## src/ibb_pkg.sv

```systemverilog
// Types and constants of the IDE cartridge bus bridge.
`timescale 1ns / 1ps
package ibb_pkg;

  // Access kind codes.
  localparam logic KindRead  = 1'b0;
  localparam logic KindWrite = 1'b1;

  // Address decodes.
  localparam logic [15:0] CtrlMask    = 16'hBF04;
  localparam logic [15:0] CtrlMatch   = 16'h0104;
  localparam logic [15:0] DataWinMask = 16'h3E00;
  localparam logic [15:0] DataWinBase = 16'h3C00;
  localparam logic [15:0] RegWinMask  = 16'h3F00;
  localparam logic [15:0] RegWinBase  = 16'h3E00;

  // IDE register numbers.
  localparam logic [3:0] RegData      = 4'd0;
  localparam logic [3:0] RegDevHead   = 4'd6;
  localparam logic [3:0] RegStatus    = 4'd7;
  localparam logic [3:0] RegSoftReset = 4'd14;

  // Bit positions and answer bytes.
  localparam int unsigned DevBit       = 4;
  localparam int unsigned SoftResetBit = 2;
  localparam logic [7:0]  StatusBusy   = 8'hFF;
  localparam logic [7:0]  OtherBusy    = 8'h7F;
  localparam logic [7:0]  OpenBus      = 8'hFF;
  localparam logic [7:0]  CtrlReset    = 8'hFF;
  localparam logic [5:0]  BankCountReset = 6'd8;

  // One CPU bus request.
  typedef struct packed {
    logic        kind;
    logic [15:0] address;
    logic [7:0]  write_data;
    logic [15:0] ide_data_in;
  } item_t;

  // One bridge result.
  typedef struct packed {
    logic [7:0]  read_data;
    logic        read_from_rom;
    logic [18:0] rom_address;
    logic        ide_strobe;
    logic        ide_write;
    logic [3:0]  ide_register;
    logic        ide_device;
    logic [15:0] ide_write_data;
    logic        ide_reset;
  } result_t;

endpackage

```

## src/ibb_in_stage.sv

```systemverilog
// Input register stage of the bridge.
`timescale 1ns / 1ps
module ibb_in_stage (
  input  logic           clk,
  input  logic           rst,
  input  logic           in_valid,
  output logic           in_stall,
  input  ibb_pkg::item_t in_item,
  input  logic           load_ok,
  output logic           advance,
  output ibb_pkg::item_t item
);
  import ibb_pkg::*;

  logic held;

  // The held request moves on whenever the result register can take it.
  assign advance  = held & load_ok;
  assign in_stall = held & ~load_ok;

  // Capture a new request whenever the stage is empty or emptying.
  always_ff @(posedge clk) begin
    if (rst) begin
      held <= 1'b0;
    end else if (!in_stall) begin
      held <= in_valid;
    end
  end

  always_ff @(posedge clk) begin
    if (!in_stall && in_valid) begin
      item <= in_item;
    end
  end
endmodule

```

## src/ibb_core.sv

```systemverilog
// Decode logic and bridge state: control byte, latches, device select, soft reset.
`timescale 1ns / 1ps
module ibb_core #(
  parameter int MAX_ROM_BANKS = 32
) (
  input  logic             clk,
  input  logic             rst,
  input  logic             cfg_wr_en,
  input  logic [5:0]       cfg_wr_data,
  input  logic             advance,
  input  ibb_pkg::item_t   item,
  output ibb_pkg::result_t result
);
  import ibb_pkg::*;

  localparam logic [5:0] MaxBanks = 6'(MAX_ROM_BANKS);

  logic [5:0] rom_bank_count;
  logic [7:0] control_byte, control_byte_next;
  logic [7:0] read_high_latch, read_high_latch_next;
  logic [7:0] write_low_latch, write_low_latch_next;
  logic       device_select, device_select_next;
  logic       soft_reset_active, soft_reset_active_next;

  logic       enabled, data_win, reg_win, ctrl_hit, rom_hit;
  logic [3:0] reg_num, reg_read;
  logic [4:0] bank_raw, bank;
  logic [5:0] count_sat, count_eff;
  logic [4:0] count_mask;

  // Window decodes.
  assign enabled  = control_byte[0];
  assign data_win = enabled && ((item.address & DataWinMask) == DataWinBase);
  assign reg_win  = enabled && ((item.address & RegWinMask) == RegWinBase);
  assign ctrl_hit = (item.address & CtrlMask) == CtrlMatch;
  assign rom_hit  = item.address[15:14] == 2'b01;
  assign reg_num  = item.address[3:0];
  assign reg_read = (reg_num == RegSoftReset) ? RegStatus : reg_num;

  // Bank select: bit-reversed control bits, masked to the bank count.
  assign bank_raw   = {control_byte[3], control_byte[4], control_byte[5],
                       control_byte[6], control_byte[7]};
  assign count_sat  = (rom_bank_count > MaxBanks) ? MaxBanks : rom_bank_count;
  assign count_eff  = (count_sat == 6'd0) ? 6'd1 : count_sat;
  assign count_mask = 5'(count_eff - 6'd1);
  assign bank       = ({1'b0, bank_raw} >= count_eff) ? (bank_raw & count_mask) : bank_raw;

  // Request decode and next-state logic.
  always_comb begin
    result                 = '0;
    control_byte_next      = control_byte;
    read_high_latch_next   = read_high_latch;
    write_low_latch_next   = write_low_latch;
    device_select_next     = device_select;
    soft_reset_active_next = soft_reset_active;

    if (item.kind == KindRead) begin
      if (data_win) begin
        if (!item.address[0]) begin
          result.ide_strobe    = 1'b1;
          result.read_data     = item.ide_data_in[7:0];
          read_high_latch_next = item.ide_data_in[15:8];
        end else begin
          result.read_data = read_high_latch;
        end
      end else if (reg_win) begin
        if (soft_reset_active) begin
          result.read_data = (reg_read == RegStatus) ? StatusBusy : OtherBusy;
        end else begin
          result.ide_strobe   = 1'b1;
          result.ide_register = reg_read;
          result.read_data    = item.ide_data_in[7:0];
          if (reg_read == RegDevHead) begin
            result.read_data[DevBit] = device_select;
          end
        end
      end else if (rom_hit) begin
        result.read_from_rom = 1'b1;
        result.rom_address   = {bank, item.address[13:0]};
      end else begin
        result.read_data = OpenBus;
      end
    end else begin
      if (ctrl_hit) begin
        control_byte_next = item.write_data;
      end else if (data_win) begin
        if (!item.address[0]) begin
          write_low_latch_next = item.write_data;
        end else begin
          result.ide_strobe     = 1'b1;
          result.ide_write      = 1'b1;
          result.ide_write_data = {item.write_data, write_low_latch};
        end
      end else if (reg_win) begin
        if (soft_reset_active) begin
          if (reg_num == RegSoftReset && !item.write_data[SoftResetBit]) begin
            soft_reset_active_next = 1'b0;
          end
        end else if (reg_num == RegData) begin
          result.ide_strobe     = 1'b1;
          result.ide_write      = 1'b1;
          result.ide_write_data = {item.write_data, item.write_data};
        end else if (reg_num == RegSoftReset && item.write_data[SoftResetBit]) begin
          soft_reset_active_next = 1'b1;
          result.ide_reset       = 1'b1;
        end else begin
          if (reg_num == RegDevHead) begin
            device_select_next = item.write_data[DevBit];
          end
          result.ide_strobe     = 1'b1;
          result.ide_write      = 1'b1;
          result.ide_register   = reg_num;
          result.ide_write_data = {8'h00, item.write_data};
        end
      end
    end

    result.ide_device = device_select_next;
  end

  // Configuration register.
  always_ff @(posedge clk) begin
    if (rst) begin
      rom_bank_count <= BankCountReset;
    end else if (cfg_wr_en) begin
      rom_bank_count <= cfg_wr_data;
    end
  end

  // State moves when the request leaves the input register.
  always_ff @(posedge clk) begin
    if (rst) begin
      control_byte      <= CtrlReset;
      read_high_latch   <= 8'h00;
      write_low_latch   <= 8'h00;
      device_select     <= 1'b0;
      soft_reset_active <= 1'b0;
    end else if (advance) begin
      control_byte      <= control_byte_next;
      read_high_latch   <= read_high_latch_next;
      write_low_latch   <= write_low_latch_next;
      device_select     <= device_select_next;
      soft_reset_active <= soft_reset_active_next;
    end
  end
endmodule

```

## src/ibb_out_stage.sv

```systemverilog
// Result register stage of the bridge.
`timescale 1ns / 1ps
module ibb_out_stage (
  input  logic             clk,
  input  logic             rst,
  input  logic             advance,
  input  ibb_pkg::result_t result_in,
  output logic             load_ok,
  output logic             out_valid,
  input  logic             out_stall,
  output ibb_pkg::result_t result
);
  import ibb_pkg::*;

  // The register can load when it is empty or its result is taken now.
  assign load_ok = ~out_valid | ~out_stall;

  always_ff @(posedge clk) begin
    if (rst) begin
      out_valid <= 1'b0;
    end else if (load_ok) begin
      out_valid <= advance;
    end
  end

  always_ff @(posedge clk) begin
    if (load_ok && advance) begin
      result <= result_in;
    end
  end
endmodule

```

## src/ide_cartridge_bus_bridge.sv

```systemverilog
// Top level of the IDE cartridge bus bridge.
`timescale 1ns / 1ps
// The bridge takes one CPU bus request per cycle while in_stall is low and
// returns one result per request: a request is held in the input register
// while the address decode runs, and its result then sits in the result
// register until taken. The control byte, data latches, device select and
// soft-reset flag are updated as a request moves from the input register to
// the result register, so the following request already sees them. Both
// registers pass a new request every cycle while out_stall is low, so the
// sustained rate is one request per clock. The user must write rom_bank_count
// through cfg_wr_en and cfg_wr_data while the bridge is idle (not enforced).
module ide_cartridge_bus_bridge #(
  parameter int MAX_ROM_BANKS = 32
) (
  input  logic        clk,
  input  logic        rst,
  input  logic        cfg_wr_en,
  input  logic [5:0]  cfg_wr_data,
  input  logic        in_valid,
  output logic        in_stall,
  input  logic        kind,
  input  logic [15:0] address,
  input  logic [7:0]  write_data,
  input  logic [15:0] ide_data_in,
  output logic        out_valid,
  input  logic        out_stall,
  output logic [7:0]  read_data,
  output logic        read_from_rom,
  output logic [18:0] rom_address,
  output logic        ide_strobe,
  output logic        ide_write,
  output logic [3:0]  ide_register,
  output logic        ide_device,
  output logic [15:0] ide_write_data,
  output logic        ide_reset
);
  import ibb_pkg::*;

  item_t   in_item, item;
  result_t core_result, result;
  logic    advance, load_ok;

  assign in_item = '{kind: kind, address: address, write_data: write_data,
                     ide_data_in: ide_data_in};

  // Input register.
  ibb_in_stage u_in (
    .clk      (clk),
    .rst      (rst),
    .in_valid (in_valid),
    .in_stall (in_stall),
    .in_item  (in_item),
    .load_ok  (load_ok),
    .advance  (advance),
    .item     (item)
  );

  // Decode and state.
  ibb_core #(
    .MAX_ROM_BANKS (MAX_ROM_BANKS)
  ) u_core (
    .clk         (clk),
    .rst         (rst),
    .cfg_wr_en   (cfg_wr_en),
    .cfg_wr_data (cfg_wr_data),
    .advance     (advance),
    .item        (item),
    .result      (core_result)
  );

  // Result register.
  ibb_out_stage u_out (
    .clk       (clk),
    .rst       (rst),
    .advance   (advance),
    .result_in (core_result),
    .load_ok   (load_ok),
    .out_valid (out_valid),
    .out_stall (out_stall),
    .result    (result)
  );

  assign read_data      = result.read_data;
  assign read_from_rom  = result.read_from_rom;
  assign rom_address    = result.rom_address;
  assign ide_strobe     = result.ide_strobe;
  assign ide_write      = result.ide_write;
  assign ide_register   = result.ide_register;
  assign ide_device     = result.ide_device;
  assign ide_write_data = result.ide_write_data;
  assign ide_reset      = result.ide_reset;
endmodule

```

## config.mk

```make
export PLATFORM = sky130hd
export DESIGN_NAME = ide_cartridge_bus_bridge
export DESIGN_NICKNAME = d
export VERILOG_FILES = /design/src/ibb_pkg.sv /design/src/ibb_in_stage.sv /design/src/ibb_core.sv /design/src/ibb_out_stage.sv /design/src/ide_cartridge_bus_bridge.sv
export SDC_FILE = /design/constraint.sdc
export NUM_CORES = 1
export LEC_CHECK = 0
export BUFFER_PORTS_ARGS = -buffer_cell sky130_fd_sc_hd__buf_2
export CAP_MARGIN = 20
export CORE_MARGIN = 2
export CORE_UTILIZATION = 55
export CTS_BUF_LIST = sky130_fd_sc_hd__clkbuf_2
export DETAILED_ROUTE_END_ITERATION = 10
export PLACE_DENSITY = 0.8
export SYNTH_ARGS = -nofsm -noshare
export SYNTH_HDL_FRONTEND = slang
export SYNTH_SLANG_ARGS = --single-unit
```

## constraint.sdc

```tcl
create_clock -name clk -period 7 [get_ports clk]
set_input_delay 0.7 -clock clk [delete_from_list [all_inputs] [get_ports clk]]
set_output_delay 0.7 -clock clk [all_outputs]
set_load 0.03 [all_outputs]
```

==> summary.md, run 1 <==
| Metric | Value |
|---|---|
| Status | `finished clean` |
| Final routed DRC violation total | `0` |
| Clock period minus final worst setup slack | `around 2.3 ns` |
| Power density over cell area | `230 mW/mm²` |
| Number of slew-limit violations in the final report | `0` |
| Global-route wire length before repair | `15500 µm` |
| Capturing element type of the critical path | `output port` |
| DR WL/cell | `~16 µm` |
| DPL Wire Length | `slightly below 7000 µm` |
| Final std cell area, no fill | `~0.0059 mm²` |
| Clock insertion delay at the later pin of the skew report | `0.66 ns` |
| Number of buffers inserted to repair setup after CTS | `0` |
| Detailed Route Iter0 Violations | `approximately 320` |
| IO buf count | `105` |
| Drt via density | `5.53` |
| Syn Std Cell Area | `approximately 0.0051 mm²` |
| DRT Pass-1 Iters | `4` |
| Overall via count from detail_route | `~3300` |
| Cell Count, Final, Fillers Out | `about 600` |
| Minimum hold slack | `~0.20 ns` |
| Count of maximum capacitance violations | `0` |
| Number of inserted diodes | `0` |
| Total clock sinks | `between 100 and 150` |
| Maximum number of pins on one net before global-route repair | `between 50 and 60` |
| Slew Limit Headroom | `0.517` |
| Share of the yosys chip area belonging to registers | `0.678` |
| Total CTS buffers | `17` |
| Cell count after placement | `between 500 and 600` |
| Routed Antenna Nets | `0` |
| Nets@finish | `approximately 540` |
| Transition time of the tightest slew-check pin | `0.724 ns` |
| Clock-pin slew on the worst setup and hold paths | `between 0.15 and 0.2 ns` |
| Buffers from clock root to sink, at most | `2` |
| Routed wire length | `9890 µm` |
| Hold buffer count at cts | `0` |
| Worst voltage drop across the vdd grid | `roughly 0.00015 V` |
| Initial antenna violation count | `0` |
| Startpoint type of the worst setup path | `register` |
| Worst EP required | `~6.3 ns` |
| Post-Synthesis Cells | `roughly 370` |
| Via count of the first global-routing pass | `around 3200` |
| Share of layout cells above drive strength 1 | `0.313` |
| Mean Syn Cell Area | `13.8 µm²` |
| Synth Flop Type | `sky130_fd_sc_hd__edfxtp_1` |
| Total global-route track usage | `0.204` |
| Post-synthesis sequential element count | `roughly 130` |
| Deepest level of the CTS H-tree | `4` |
| Leakage power total | `between 2 and 2.5 nW` |
| Area Overhead vs Synth | `16.4%` |
| RSZ-0062 raised after global routing | `no` |
| Worst setup skew after layout | `approximately 0.035 ns` |
| Accumulated negative setup slack | `0 ns` |
| Clock tree from TritonCTS | `yes` |
| Die ar. | `approximately 0.010 mm²` |
| Post-placement cell area | `approximately 0.0057 mm²` |
| RD Place Congestion | `approximately 0.85` |
| Synthesized Nets | `between 400 and 500` |
| Total congestion overflow after global routing | `0` |
| Min-delay worst type | `in -> reg` |
| Root Buffer | `sky130_fd_sc_hd__clkbuf_2` |
| Die width | `100 µm` |
| Post-synth ARST share | `0` |
| Die extent in y | `approximately 100 µm` |
| Number of synthesized flops with an enable pin | `between 90 and 100` |
| Initial Utilization | `0.556` |
| Distinct cell type count of the synthesized netlist | `just under 60` |
| Peak clock frequency supported by timing | `around 430 MHz` |
| Number of setup violations in the final report | `0` |
| Post-route total power | `1.36 mW` |
| Hold violation count in the final report | `0` |
| Warnings, synthesis | `0` |
| Tcrit/Tclk final | `0.328` |
| Crit path max fanout | `4` |
| CP Data Arrival Time | `1.60 ns` |
| Number of I/O pins | `about 110` |
| Core Footprint | `0.00911 mm²` |
| Kind of critical path | `reg -> out` |
| Gates resized, CTS repair | `0` |
| Number of rows in the core area | `35` |
==> kinds of logic (layout without fill, tap and decap cells) <==
family	after synthesis	count (layout)	synth area share
xor+xnor	4	4	0.00691
fa+ha+maj	7	7	0.0173
flops	125	125	0.678
buf+inv	22	147	0.0217
simple gates	129	129	0.144
mux	30	30	0.0593
compound gates	50	50	0.0733
==> worst max-delay path: stages, from the launching register on <==
cell	delay (ns)
sky130_fd_sc_hd__dfxtp_1	0.46
sky130_fd_sc_hd__and3_1	0.27
sky130_fd_sc_hd__buf_2	0.23
==> worst paths after layout <==
path,slack [ns],cells after the start,start,endpoint
setup / recovery,4.70,2,u_out.out_valid,in_stall
hold / removal,0.20,1,address[7],u_in.item[31]
setup reg to reg,4.74,7,u_core.rom_bank_count[1],u_out.result[38]
hold reg to reg,0.50,2,u_in.item[8],u_core.read_high_latch[0]
==> per-stage QoR <==
| stage | utilization | setup slack (ns) |
|---|---|---|
| 3_3_place_gp | 0.623 | 4.44 |
| 3_5_place_dp | 0.623 | 4.35 |
| 5_1_grt | 0.647 | 4.53 |
| 6_report | 0.647 | 4.70 |
| 2_1_floorplan | - | 3.68 |
| 4_1_cts | 0.644 | 4.67 |
==> sequential cells by signal, indices dropped and copies added, names as in the netlist <==
signal and flops:
u_out.result 52, u_core.soft_reset_active 1, u_in.item 41, u_core.write_low_latch 8, u_in.held 1, u_core.control_byte 6, u_core.device_select 1, u_core.read_high_latch 8
u_core.rom_bank_count 6, u_out.out_valid 1
==> cell usage in the layout, fill, tap and decap left out, types with 3 or more instances in the layout <==
master and n:
sky130_fd_sc_hd__nor3_1 4, sky130_fd_sc_hd__and2_1 21, sky130_fd_sc_hd__nor2_1 31, sky130_fd_sc_hd__clkinv_2 5, sky130_fd_sc_hd__a221o_1 6, sky130_fd_sc_hd__clkbuf_2 20, sky130_fd_sc_hd__ha_1 7, sky130_fd_sc_hd__mux2i_1 30
sky130_fd_sc_hd__clkinvlp_4 3, sky130_fd_sc_hd__o21ai_0 7, sky130_fd_sc_hd__a31oi_1 4, sky130_fd_sc_hd__dfxtp_1 32, sky130_fd_sc_hd__xor2_1 4, sky130_fd_sc_hd__nor4_1 4, sky130_fd_sc_hd__inv_1 6, sky130_fd_sc_hd__nand2_1 26
sky130_fd_sc_hd__a21oi_1 10, sky130_fd_sc_hd__nor2b_1 3, sky130_fd_sc_hd__nand2b_1 6, sky130_fd_sc_hd__nand3_1 5, sky130_fd_sc_hd__buf_2 105, sky130_fd_sc_hd__edfxtp_1 93, sky130_fd_sc_hd__a22o_1 7, sky130_fd_sc_hd__and3_1 3
==> cells in the mapped netlist, types with 3 or more instances <==
library cell / number / area share
sky130_fd_sc_hd__nand3_1: 5 / 0.0049
sky130_fd_sc_hd__inv_1: 6 / 0.0044
sky130_fd_sc_hd__nor3_1: 4 / 0.0040
sky130_fd_sc_hd__dfxtp_1: 32 / 0.13
sky130_fd_sc_hd__and3_1: 3 / 0.0037
sky130_fd_sc_hd__xor2_1: 4 / 0.0069
sky130_fd_sc_hd__and2_1: 21 / 0.026
sky130_fd_sc_hd__a31oi_1: 4 / 0.0049
sky130_fd_sc_hd__buf_2: 4 / 0.0040
sky130_fd_sc_hd__nand2_1: 26 / 0.019
sky130_fd_sc_hd__nor4_1: 4 / 0.0049
sky130_fd_sc_hd__nor2_1: 31 / 0.023
sky130_fd_sc_hd__mux2i_1: 30 / 0.059
sky130_fd_sc_hd__nand2b_1: 6 / 0.0074
sky130_fd_sc_hd__clkbuf_1: 5 / 0.0037
sky130_fd_sc_hd__a221o_1: 6 / 0.012
sky130_fd_sc_hd__nor2b_1: 4 / 0.0049
sky130_fd_sc_hd__o21ai_0: 7 / 0.0069
sky130_fd_sc_hd__buf_4: 4 / 0.0059
sky130_fd_sc_hd__a21oi_1: 10 / 0.0099
sky130_fd_sc_hd__a22o_1: 7 / 0.012
sky130_fd_sc_hd__edfxtp_1: 93 / 0.55
sky130_fd_sc_hd__ha_1: 7 / 0.017
==> power by group <==
part	internal, mW	switching (mW)
combinational	0.0429	0.0767
clock	0.128	0.259
sequential	0.829	0.0209
total	1.00	0.356
==> metal layers <==
metal,part of all wire,global-route usage
met1,0.42,0.272
met2,0.50,0.320
met5,0,0
met3,0.072,0.0669
met4,0.0094,0.0674
==> area by class of cell <==
type / instances / area, µm²
clock buffers: 20 / 100
clock inverters: 12 / 98.8
flip-flops and latches: 125 / 3430
inverters: 7 / 26.3
fillers: 722 / 3210
multi-input cells: 220 / 1540
repair buffers: 108 / 561
well taps: 111 / 139
(Power assumes the default switching activity.)
==> run 2: changes to the inputs <==
- CORE_UTILIZATION: 55 -> 51
- PLACE_DENSITY: 0.8 -> 0.78
- clock period: 7 -> 2.1 ns (I/O delays scaled with it)
==> run 2 against run 1 <==
Global-route usage increased by 0.83 points; first-iteration DRC count rose by 31%; clock-buffer cell count is 1 lower; sequential cell count did not move; core utilization grew 3.6 points; largest power group unchanged; register-to-register slack got worse by 4.7 ns; routed wire length rose by 15%; die area up 7.5%; total power rose to 3.4 times the previous value; worst setup slack worse by 4.7 ns; sequential power rose to 3.3 times the previous value; largest cell class unchanged.
==> summary.md, run 2 (synthesized netlist as in run 1, its figures left out) <==
| Metric | Value |
|---|---|
| Status | `finished clean` |
| Start point of the worst hold path | `write_data[0]` |
| Routed Antenna Nets | `0 (unchanged)` |
| Overall via count from detail_route | `3650 (+9.5%)` |
| DPL Wire Length | `7080 µm (+3.9%)` |
| Clock insertion delay at the later pin of the skew report | `0.67 ns (about the same)` |
| Sequential power share | `0.609 (-0.018)` |
| Number of I/O pins | `106 (unchanged)` |
| Total CTS buffers | `17 (unchanged)` |
| Total global-route track usage | `0.212 (+0.00830)` |
| Root Buffer | `sky130_fd_sc_hd__clkbuf_2` |
| Total congestion overflow after global routing | `0 (unchanged)` |
| Slowest library cell on the worst path | `sky130_fd_sc_hd__dfxtp_1` |
| Regs by FF count | `u_out.result x52, u_in.item x41` |
| Final std cell area, no fill | `0.00665 mm² (+13%)` |
| Number of buffers inserted to repair setup after CTS | `0 (unchanged)` |
| Worst EP required | `2.54 ns (-3.76 ns)` |
| Count of maximum capacitance violations | `0 (unchanged)` |
| Detailed Route Iter0 Violations | `414 (+31%)` |
| Total area of sequential cells | `0.00344 mm² (+0.11%)` |
| Nets@finish | `608 (+13%)` |
| Kind of critical path | `reg -> reg` |
| Delay of the slowest critical-path stage | `0.39 ns (-0.07 ns)` |
| Number of flip-flops under the largest register name | `52 (unchanged)` |
| Number of slew-limit violations in the final report | `0 (unchanged)` |
| Initial Utilization | `0.521 (-0.0355)` |
| Cell count after placement | `599 (+5.3%)` |
| Ordered cell list for the critical path | `nor4_2 -> o21ai_1 -> ha_1 -> nand2b_1 -> a31oi_1 -> o21ai_2 -> mux2i_1` |
| Accumulated negative setup slack | `0 ns (unchanged)` |
| Number of setup violations in the final report | `0 (unchanged)` |
| Hold violation count in the final report | `0 (unchanged)` |
| Cell Count, Final, Fillers Out | `696 (+15%)` |
| Buffers from clock root to sink, at most | `2 (unchanged)` |
| Routed wire length | `11300 µm (+15%)` |
| Met2 track utilization from global routing | `0.355 (+0.0351)` |
| Capturing element type of the critical path | `register` |
| DR WL/cell | `16.3 µm (-0.61%)` |
| Die width | `104 µm (+3.7%)` |
| Switching part of the total | `0.265 (+0.00234)` |
| Core Footprint | `0.00973 mm² (+6.8%)` |
| Highest-count cells in the layout ignoring fill and taps | `sky130_fd_sc_hd__buf_2 (105), sky130_fd_sc_hd__edfxtp_1 (93), sky130_fd_sc_hd__dlygate4sd3_1 (64)` |
| Post-placement cell area | `0.00579 mm² (+2.1%)` |
| Maximum number of pins on one net before global-route repair | `42 (-28%)` |
| Most utilized layer in the global route result | `met2` |
| Clock tree from TritonCTS | `yes` |
| Startpoint type of the worst setup path | `register` |
| Min-delay worst type | `in -> reg` |
| RD Place Congestion | `0.871 (+2.0%)` |
| IO buf count | `105 (unchanged)` |
| CP Data Arrival Time | `2.50 ns (+0.90 ns)` |
| Worst r2r src | `u_core.rom_bank_count[1]` |
| Relative contribution of the clock network to total power | `0.277 (-0.008)` |
| Transition time of the tightest slew-check pin | `0.613 ns (-0.111 ns)` |
| Area Overhead vs Synth | `31.2%` |
| Peak clock frequency supported by timing | `484 MHz` |
| Largest reg by FF count | `u_out.result` |
| Crit path max fanout | `5 (+1)` |
| Total clock sinks | `125 (unchanged)` |
| Internal | `3.41 mW (+240%)` |
| Slew Limit Headroom | `0.588 (+0.0705)` |
| Post-route total power | `4.64 mW (+240%)` |
| Die extent in y | `104 µm (+3.7%)` |
| Layout Utilization | `0.684 (+0.0361)` |
| Clock-pin slew on the worst setup and hold paths | `0.18 ns (about the same)` |
| Die ar. | `0.0107 mm² (+7.5%)` |
| Deepest level of the CTS H-tree | `4 (unchanged)` |
| Share of layout cells above drive strength 1 | `0.290 (-0.0230)` |
| Comb power frac | `0.114 (+0.026)` |
| Global-route met3 utilization | `0.0554 (-0.0115)` |
| Most frequent standard cell in the layout excluding fill and tap cells | `sky130_fd_sc_hd__buf_2` |
| Switching power summed over all nets | `1.23 mW (+250%)` |
| Initial antenna violation count | `1 (+1)` |
| Crit. Startpoint | `u_core.rom_bank_count[1]` |
| Leakage power total | `2.72 nW (+12%)` |
| Clock period minus final worst setup slack | `2.07 ns` |
| Global-route wire length before repair | `17600 µm (+13%)` |
| Via count of the first global-routing pass | `3514 (+9.0%)` |
| DRT Pass-1 Iters | `7 (+3)` |
| Power density over cell area | `698 mW/mm² (+200%)` |
| Met1 GRT Util | `0.268 (-0.00396)` |
| Tcrit/Tclk final | `0.984` |
| Worst voltage drop across the vdd grid | `0.000387 V (+160%)` |
| Total of fill cells in the finished design | `719 (-0.42%)` |
| Drt via density | `5.24 (-5.1%)` |
| Number of rows in the core area | `36 (+2.9%)` |
| Worst setup skew after layout | `0.0212 ns (-0.0138 ns)` |
| Area used by multi-input combinational logic | `0.00158 mm² (+2.4%)` |
| Final routed DRC violation total | `0 (unchanged)` |
## run 2: changes by cell type in the layout (fill, tap and decap cells not counted), moves of 2 or more
cell | previous run | this run
sky130_fd_sc_hd__nand4_4 | 0 | 2
sky130_fd_sc_hd__dlygate4sd3_1 | 0 | 64
sky130_fd_sc_hd__buf_4 | 2 | 8
sky130_fd_sc_hd__nand4_2 | 2 | 0
sky130_fd_sc_hd__o21ai_0 | 7 | 5
## run 2: cell type report
cell class / instances / share of cell area
clock buffers: 19 / 0.0143
well taps: 133 / 0.0250
clock inverters: 13 / 0.0152
repair buffers: 178 / 0.187
diodes: 1 / 0.000376
multi-input cells: 220 / 0.237
flip-flops and latches: 125 / 0.517
inverters: 7 / 0.00395
## run 2: stage by stage
stage | hold slack, ns | worst slack [ns]
after floorplan | 0.309 | -0.181
after detailed placement | 0.388 | -0.154
after global routing | 0.145 | -0.00109
final | 0.234 | 0.0344
after CTS | 0.165 | 0.0663
after global placement | 0.388 | -0.0243
## run 2: critical path: cells and delay by family, from the launching register on
kind	cells	cell delay, ns
compound gates	3	0.55
fa+ha+maj	1	0.31
flops	1	0.39
mux	1	0.15
simple gates	2	0.44
## run 2: layer usage
layer	share of wire	routed length [µm]	up-vias
met4	0.012	140	0
met3	0.072	812	14
met1	0.42	4730	1725
met5	0	0	-
li1	-	-	1743
met2	0.50	5660	168
## run 2: path summary, 6_finish.rpt
check	endpoint	slack, ns	cells after the start
setup / recovery	u_out.result[38]	0.03	7
hold / removal	u_in.item[16]	0.23	2
setup reg to reg	u_out.result[38]	0.03	7
hold reg to reg	u_core.read_high_latch[6]	0.51	2
## run 2: repair_timing
action,in CTS,in global routing
hold buffers,64,0
setup endpoints to repair,5,11
gates cloned,0,0
endpoints found under the hold margin,71,0
gates resized for setup,2,4
## run 2: power by group through the flow
stage                     clock (mW)  combinational [mW]  sequential (mW)
after global placement             0               0.410             2.87
after detailed placement           0               0.420             2.88
after floorplan                    0               0.188             2.95
after global routing            1.43               0.564             2.84
final                           1.29               0.530             2.83
after CTS                       1.31               0.518             2.82
